==> src/rtl/mdst_pkg.sv <==
// ----------------------------------------------------------------------------
// mdst_pkg
// Shared types, opcodes, defaults and the note period table for the
// multi-drive step tone generator.
// ----------------------------------------------------------------------------
package mdst_pkg;

  typedef logic [2:0]  opcode_t;
  typedef logic [3:0]  channel_t;
  typedef logic [7:0]  note_t;
  typedef logic [15:0] period_t;
  typedef logic [6:0]  position_t;
  typedef logic [7:0]  drive_bits_t;

  localparam opcode_t OP_TICK     = 3'd0;
  localparam opcode_t OP_NOTE_ON  = 3'd1;
  localparam opcode_t OP_NOTE_OFF = 3'd2;
  localparam opcode_t OP_RAW_NOTE = 3'd3;
  localparam opcode_t OP_PERIOD   = 3'd4;
  localparam opcode_t OP_DIR      = 3'd5;
  localparam opcode_t OP_HOME     = 3'd6;

  localparam int DEF_DRIVE_COUNT  = 8;
  localparam int DEF_MAX_POSITION = 80;
  localparam int OUT_BITS         = 8;

  localparam logic signed [9:0] TOP_NOTE = 10'sd48;

  localparam period_t TONE_TABLE [128] = '{
    16'd727, 16'd727, 16'd686, 16'd648, 16'd612, 16'd577, 16'd545, 16'd514,
    16'd485, 16'd458, 16'd432, 16'd408, 16'd385, 16'd364, 16'd343, 16'd324,
    16'd306, 16'd289, 16'd272, 16'd257, 16'd243, 16'd229, 16'd216, 16'd204,
    16'd193, 16'd182, 16'd172, 16'd162, 16'd153, 16'd144, 16'd136, 16'd129,
    16'd121, 16'd115, 16'd108, 16'd102, 16'd96,  16'd91,  16'd86,  16'd81,
    16'd76,  16'd72,  16'd68,  16'd64,  16'd61,  16'd57,  16'd54,  16'd51,
    16'd48,  16'd48,  16'd48,  16'd48,  16'd48,  16'd48,  16'd48,  16'd48,
    16'd48,  16'd48,  16'd48,  16'd48,  16'd48,  16'd550, 16'd542, 16'd534,
    16'd526, 16'd518, 16'd510, 16'd503, 16'd495, 16'd487, 16'd479, 16'd471,
    16'd463, 16'd455, 16'd447, 16'd440, 16'd432, 16'd424, 16'd416, 16'd408,
    16'd400, 16'd392, 16'd384, 16'd377, 16'd369, 16'd361, 16'd353, 16'd345,
    16'd337, 16'd329, 16'd321, 16'd314, 16'd306, 16'd298, 16'd290, 16'd282,
    16'd274, 16'd266, 16'd258, 16'd251, 16'd243, 16'd235, 16'd227, 16'd219,
    16'd211, 16'd203, 16'd195, 16'd188, 16'd180, 16'd172, 16'd164, 16'd156,
    16'd148, 16'd140, 16'd132, 16'd125, 16'd117, 16'd109, 16'd101, 16'd93,
    16'd85,  16'd77,  16'd69,  16'd62,  16'd54,  16'd46,  16'd38,  16'd30
  };

endpackage

==> src/rtl/multi_drive_step_tone_generator_unit.sv <==
// ----------------------------------------------------------------------------
// multi_drive_step_tone_generator_unit
// Stepper drive tone generator: per-drive period, tick counter, head position
// and direction, driven by tick, note and control requests.
// A request is held in the input register, and its result strobe comes from the result register.
// Throughput: one request per cycle; busy stays low, set by the single
// input register to result register pass with all drives updated in parallel.
// Reset (rst, synchronous): all drives disabled, counters and heads at zero,
// direction backward, note offset zero, no result pending.
// ----------------------------------------------------------------------------
module multi_drive_step_tone_generator_unit #(
  parameter int DRIVE_COUNT  = mdst_pkg::DEF_DRIVE_COUNT,
  parameter int MAX_POSITION = mdst_pkg::DEF_MAX_POSITION
) (
  input  logic                  clk,
  input  logic                  rst,
  input  logic                  start,
  output logic                  busy,
  input  mdst_pkg::opcode_t     opcode,
  input  mdst_pkg::channel_t    channel,
  input  mdst_pkg::note_t       note_number,
  input  mdst_pkg::period_t     period_value,
  input  logic                  forward_flag,
  input  logic                  cfg_write,
  input  logic [7:0]            cfg_data,
  output logic                  done,
  output mdst_pkg::drive_bits_t step_pulses,
  output mdst_pkg::drive_bits_t direction_levels
);
  import mdst_pkg::*;

  localparam int        OUT_N    = (DRIVE_COUNT < OUT_BITS) ? DRIVE_COUNT : OUT_BITS;
  localparam position_t MAX_POS  = 7'(MAX_POSITION);
  localparam logic [4:0] DRIVES5 = 5'(DRIVE_COUNT);

  logic        item_valid;
  opcode_t     op_q;
  channel_t    channel_q;
  note_t       note_q;
  period_t     period_q;
  logic        fwd_q;

  logic signed [7:0] note_offset;

  period_t   step_period   [DRIVE_COUNT];
  period_t   tick_count    [DRIVE_COUNT];
  position_t head_position [DRIVE_COUNT];
  logic [DRIVE_COUNT-1:0] moving_forward;

  period_t   period_next [DRIVE_COUNT];
  period_t   count_next  [DRIVE_COUNT];
  position_t pos_next    [DRIVE_COUNT];
  logic [DRIVE_COUNT-1:0] fwd_next;
  logic [DRIVE_COUNT-1:0] pulses_next;

  period_t   tick_cnt [DRIVE_COUNT];
  position_t tick_pos [DRIVE_COUNT];
  logic [DRIVE_COUNT-1:0] tick_fwd;
  logic [DRIVE_COUNT-1:0] fire;
  logic [DRIVE_COUNT-1:0] sel;

  logic              ch_ok;
  logic              note_ok;
  logic signed [9:0] note_sum;
  logic [5:0]        note_clamped;
  period_t           note_on_period;
  period_t           raw_period;

  assign busy = 1'b0;

  always_ff @(posedge clk) begin
    if (rst) begin
      item_valid <= 1'b0;
    end else begin
      item_valid <= start && !busy;
    end
  end

  always_ff @(posedge clk) begin
    if (start && !busy) begin
      op_q      <= opcode;
      channel_q <= channel;
      note_q    <= note_number;
      period_q  <= period_value;
      fwd_q     <= forward_flag;
    end
  end

  always_ff @(posedge clk) begin
    if (rst) begin
      note_offset <= '0;
    end else if (cfg_write) begin
      note_offset <= signed'(cfg_data);
    end
  end

  assign ch_ok    = {1'b0, channel_q} < DRIVES5;
  assign note_ok  = !note_q[7];
  assign note_sum = signed'({2'b00, note_q}) + signed'({{2{note_offset[7]}}, note_offset});

  always_comb begin
    priority if (note_sum < 10'sd0) begin
      note_clamped = 6'd0;
    end else if (note_sum > TOP_NOTE) begin
      note_clamped = 6'(TOP_NOTE);
    end else begin
      note_clamped = note_sum[5:0];
    end
  end

  assign note_on_period = TONE_TABLE[{1'b0, note_clamped}];
  assign raw_period     = TONE_TABLE[note_q[6:0]];

  for (genvar d = 0; d < DRIVE_COUNT; d++) begin : g_drive
    period_t cnt_inc;
    logic    dir;

    assign sel[d]   = ch_ok && (channel_q == 4'(d));
    assign cnt_inc  = (tick_count[d] != '1) ? tick_count[d] + 16'd1 : tick_count[d];
    assign fire[d]  = (step_period[d] != '0) && (cnt_inc >= step_period[d]);
    assign dir      = (head_position[d] == MAX_POS) ? 1'b0 :
                      (head_position[d] == 7'd0)    ? 1'b1 : moving_forward[d];
    assign tick_cnt[d] = (step_period[d] == '0) ? tick_count[d] :
                         fire[d]                ? '0 : cnt_inc;
    assign tick_fwd[d] = fire[d] ? dir : moving_forward[d];
    assign tick_pos[d] = !fire[d] ? head_position[d] :
                         dir      ? head_position[d] + 7'd1 : head_position[d] - 7'd1;
  end

  always_comb begin
    period_next = step_period;
    count_next  = tick_count;
    pos_next    = head_position;
    fwd_next    = moving_forward;
    pulses_next = '0;
    unique case (op_q)
      OP_TICK: begin
        count_next  = tick_cnt;
        pos_next    = tick_pos;
        fwd_next    = tick_fwd;
        pulses_next = fire;
      end
      OP_NOTE_ON: begin
        for (int d = 0; d < DRIVE_COUNT; d++) begin
          if (sel[d] && note_ok) period_next[d] = note_on_period;
        end
      end
      OP_NOTE_OFF: begin
        for (int d = 0; d < DRIVE_COUNT; d++) begin
          if (sel[d]) period_next[d] = '0;
        end
      end
      OP_RAW_NOTE: begin
        for (int d = 0; d < DRIVE_COUNT; d++) begin
          if (sel[d] && note_ok) period_next[d] = raw_period;
        end
      end
      OP_PERIOD: begin
        for (int d = 0; d < DRIVE_COUNT; d++) begin
          if (sel[d]) period_next[d] = period_q;
        end
      end
      OP_DIR: begin
        for (int d = 0; d < DRIVE_COUNT; d++) begin
          if (sel[d]) fwd_next[d] = fwd_q;
        end
      end
      OP_HOME: begin
        for (int d = 0; d < DRIVE_COUNT; d++) begin
          fwd_next[d] = 1'b1;
          pos_next[d] = MAX_POS;
        end
      end
      default: begin
      end
    endcase
  end

  always_ff @(posedge clk) begin
    if (rst) begin
      for (int d = 0; d < DRIVE_COUNT; d++) begin
        step_period[d]   <= '0;
        tick_count[d]    <= '0;
        head_position[d] <= '0;
      end
      moving_forward <= '0;
      done           <= 1'b0;
    end else begin
      done <= item_valid;
      if (item_valid) begin
        step_period    <= period_next;
        tick_count     <= count_next;
        head_position  <= pos_next;
        moving_forward <= fwd_next;
      end
    end
  end

  always_ff @(posedge clk) begin
    if (item_valid) begin
      step_pulses      <= OUT_BITS'(pulses_next[OUT_N-1:0]);
      direction_levels <= OUT_BITS'(fwd_next[OUT_N-1:0]);
    end
  end

`ifndef SYNTHESIS
  localparam drive_bits_t DIR_MASK = OUT_BITS'({OUT_N{1'b1}});

  a_result_follows: assert property (@(posedge clk) disable iff (rst)
    (start && !busy) |-> ##2 done)
    else $error("request without result two cycles on");

  a_pulse_only_on_tick: assert property (@(posedge clk) disable iff (rst)
    (item_valid && op_q != OP_TICK) |=> (step_pulses == '0))
    else $error("step pulse on a non-tick request");

  a_home_forward: assert property (@(posedge clk) disable iff (rst)
    (item_valid && op_q == OP_HOME) |=> ((direction_levels & DIR_MASK) == DIR_MASK))
    else $error("home left a drive backward");

  a_disabled_silent: assert property (@(posedge clk) disable iff (rst)
    (item_valid && op_q == OP_TICK && step_period[0] == '0) |=> !step_pulses[0])
    else $error("disabled drive stepped");
`endif

endmodule
==> config.mk <==
export PLATFORM = sky130hd
export DESIGN_NAME = multi_drive_step_tone_generator_unit
export DESIGN_NICKNAME = d
export VERILOG_FILES = /design/src/rtl/mdst_pkg.sv /design/src/rtl/multi_drive_step_tone_generator_unit.sv
export SDC_FILE = /design/constraint.sdc
export NUM_CORES = 1
export LEC_CHECK = 0
export BUFFER_PORTS_ARGS = -buffer_cell sky130_fd_sc_hd__buf_2
export CORE_ASPECT_RATIO = 1.25
export CORE_UTILIZATION = 50
export DETAILED_ROUTE_END_ITERATION = 8
export PLACE_DENSITY = 0.76
export SETUP_SLACK_MARGIN = 0.02
export SKIP_LAST_GASP = 1
export SLEW_MARGIN = 30
export SYNTH_ARGS = -nofsm -noshare
export SYNTH_HDL_FRONTEND = slang
export SYNTH_SLANG_ARGS = --single-unit
==> constraint.sdc <==
create_clock -name clk -period 5.9 [get_ports clk]
set_input_delay 0.885 -clock clk [delete_from_list [all_inputs] [get_ports clk]]
set_output_delay 0.885 -clock clk [all_outputs]
set_load 0.005 [all_outputs]
==> reports/qor.yml <==
synthXorXnorAreaFrac_pct: 4.852
synth_top_family_by_area: "compound AO/OA/AOI/OAI gates"
cts_setup_buffers: 0
clk_pin_slew_ps: 60
fin_ws_ps: 974.7
setup_viol: 0
wirelength_um: 68720
peakVddDrop_v: 0.0003037
synthAdderAreaFrac_pct: 10.73
postSynthCellCount: 3124
ys_warn_count: 0
syn-num-nets: 3376
p_int_mw: 4.428
p_comb_share_pct: 14.2
fillers: 4543
fmax_ghz: 0.2030
die_height_um: 251.4
portBuffers: 60
synth.distinct_cells: 102
outcome: "complete, no violations"
ys_dominant_reg_cell: "dfxtp_1"
grt_pass1_vias: 21232
seq_area_mm2: 0.008049
ys_top_cells_by_area: "dfxtp_1 (27%), ha_1 (10%), edfxtp_1 (5.8%)"
synth_seq_cells: 378
clock_latency_ps: 580
maxCapViolations: 0
drive_gt1_share_pct: 7.754
grt_max_degree: 188
avgViaCountPerCell: 6.030
synth_edf_count: 48
yosys.area_share.simple_pct: 21.75
numClockSinks: 378
antenna_found_initial: 0
syn_to_final_growth_pct: 8.412
fin_crit_sh_pct: 83.48
endpoint_kind: "register"
initial_core_util_pct: 50.59
synth-async-reset-ratio_pct: 0
worstPathMaxFanout: 12
antennaDiodeCount: 0
reg2regPathDepth: 16
cp-start-kind: "register"
critPathKind: "register to register"
seq_area_frac_synth_pct: 32.34
remaining_drc_errors: 0
multiInputGateArea_mm2: 0.01542
switchingPower_mw: 1.772
ctsLongestPathBuffers: 3
power_density_mw_per_mm2: 229.8
grt-ovfl-total: 0
postCtsResizedCells: 0
synth.avg_cell_area_um2: 7.966
dp_hpwl_um: 48290
min_delay_path_depth: 2
die-area_mm2: 0.05067
power.total_mw: 6.200
grt_pass1_wl_um: 110200
avgRoutedWirePerCell_um: 18.22
cts_htree_levels: 2
synth_top_area_share_pct: 26.55
nNetsFinal: 3342
drt_first_iter_violations: 1934
clkPwrFrac_pct: 42.3
root_buffer: "clkbuf_16"
worstPathRequired_ps: 6340
clock_skew_ps: 20.76
firstDrtPassIters: 5
synth_compound_area_share_pct: 22.29
netlist_area_mm2: 0.02489
vias: 22744
synth_mux_area_share_pct: 2.253
drv_slew: 0
final_common_cell: "nand2_1"
cp_data_arrival_time_ps: 5360
grtUsageTotal_pct: 26.69
fp-row-count: 91
hold_class: "register to register"
fin_crit_ps: 4925
reg2reg_slack_ps: 970
swShare_pct: 28.58
setup_tns_ps: 0
maxSlewHeadroom_pct: 33.87
yosysTopAreaCell: "dfxtp_1"
tightest_slew_ps: 992.0
io_pins: 62
hold_viol: 0
cts_tree: "done"
grt_setup_unrepaired: "false"
pre_cts_slack_ps: 969.5
cts_made_buffers: 40
p_seq_share_pct: 43.5
final_antenna_net_count: 0
gp_congestion: 0.9235
core_mm2: 0.04919
final_cell_mix: "nand2_1 (340), dfxtp_1 (329), a21oi_1 (285)"
p_leak_nw: 10.35
postCtsHoldBufs: 0
die_width_um: 201.5
-- synth_stat cells (54+ instances only) --
cell type / n
nor3_1: 73
ha_1: 199
xnor2_1: 88
dfxtp_1: 330
clkbuf_1: 153
a21oi_1: 285
a21o_1: 87
o21ai_0: 144
inv_1: 195
nor4_1: 54
nand3_1: 150
nor2_1: 282
nand2_1: 340
-- flip-flops by register name, summed over array words and instances (netlist names) --
name	flops
channel_q	4
direction_levels	8
done	1
fwd_q	1
head_position	56
item_valid	1
moving_forward	8
note_offset	8
note_q	8
op_q	3
period_q	16
step_period	128
step_pulses	8
tick_count	128
-- power by group through the flow --
stage | combinational (mW) | clock, mW | sequential (mW)
after floorplan | 0.610 | 0 | 2.73
after CTS | 0.865 | 2.66 | 2.69
after detailed placement | 0.861 | 0 | 2.75
final | 0.883 | 2.62 | 2.70
after global routing | 0.943 | 2.75 | 2.70
after global placement | 0.866 | 0 | 2.75
-- worst paths after layout --
kind | startpoint | endpoint
worst max-delay path | note_q[0]$_DFFE_PP_ | step_period[98]$_SDFFE_PP0P_
worst min-delay path | step_period[29]$_SDFFE_PP0P_ | step_period[29]$_SDFFE_PP0P_
worst max register to register | note_q[0]$_DFFE_PP_ | step_period[98]$_SDFFE_PP0P_
worst min register to register | step_period[29]$_SDFFE_PP0P_ | step_period[29]$_SDFFE_PP0P_
-- per-layer routing --
layer  up-vias  global-route usage, %  share of wire (%)
li1      11130                      -                  -
met1     10679                  32.73                 41
met2       751                  45.25                 47
met3       184                  3.952                6.5
met4         0                  13.94                4.9
met5         -                      0                  0
-- per-stage QoR --
stage               utilization (%)  std cells  hold WS [ps]  cell area [um2]
finish                        54.85       3772         471.0            26980
global route                  54.85       3772         471.1            26980
CTS                           54.85       3772         456.7            26980
detailed placement            52.11       3699         458.1            25630
global placement              52.10       3699         459.6            25620
floorplan                         -       3124         433.3            24890
-- worst max-delay path, stage by stage (launching register included) --
cell,delay [ps]
edfxtp_1,570
ha_1,320
fa_1,460
a21o_1,220
a21oi_2,240
xor2_2,290
a31oi_2,110
a2111oi_4,370
buf_4,250
nand2_1,120
ha_1,390
nor3_1,240
a31oi_1,60
o221ai_1,180
a311oi_1,130
o31ai_2,660
o21ai_0,180
-- layout make-up --
cell class	instances	area share, %
clock buffer	54	4.364
clock inverter	19	0.6261
inverter	196	2.727
multi-input combinational	2375	57.15
sequential	378	29.83
tap	651	3.019
timing repair buffer	99	2.282
-- cells by family after synthesis --
family                   count (synthesis)
XOR/XNOR                               134
flip-flops                             378
AND/OR/NAND/NOR                       1140
adder cells (fa/ha/maj)                208
other                                    1
buffers and inverters                  371
multiplexers                            53
AO/OA/AOI/OAI                          839
Note: power is estimated with default switching activity, not from simulation.
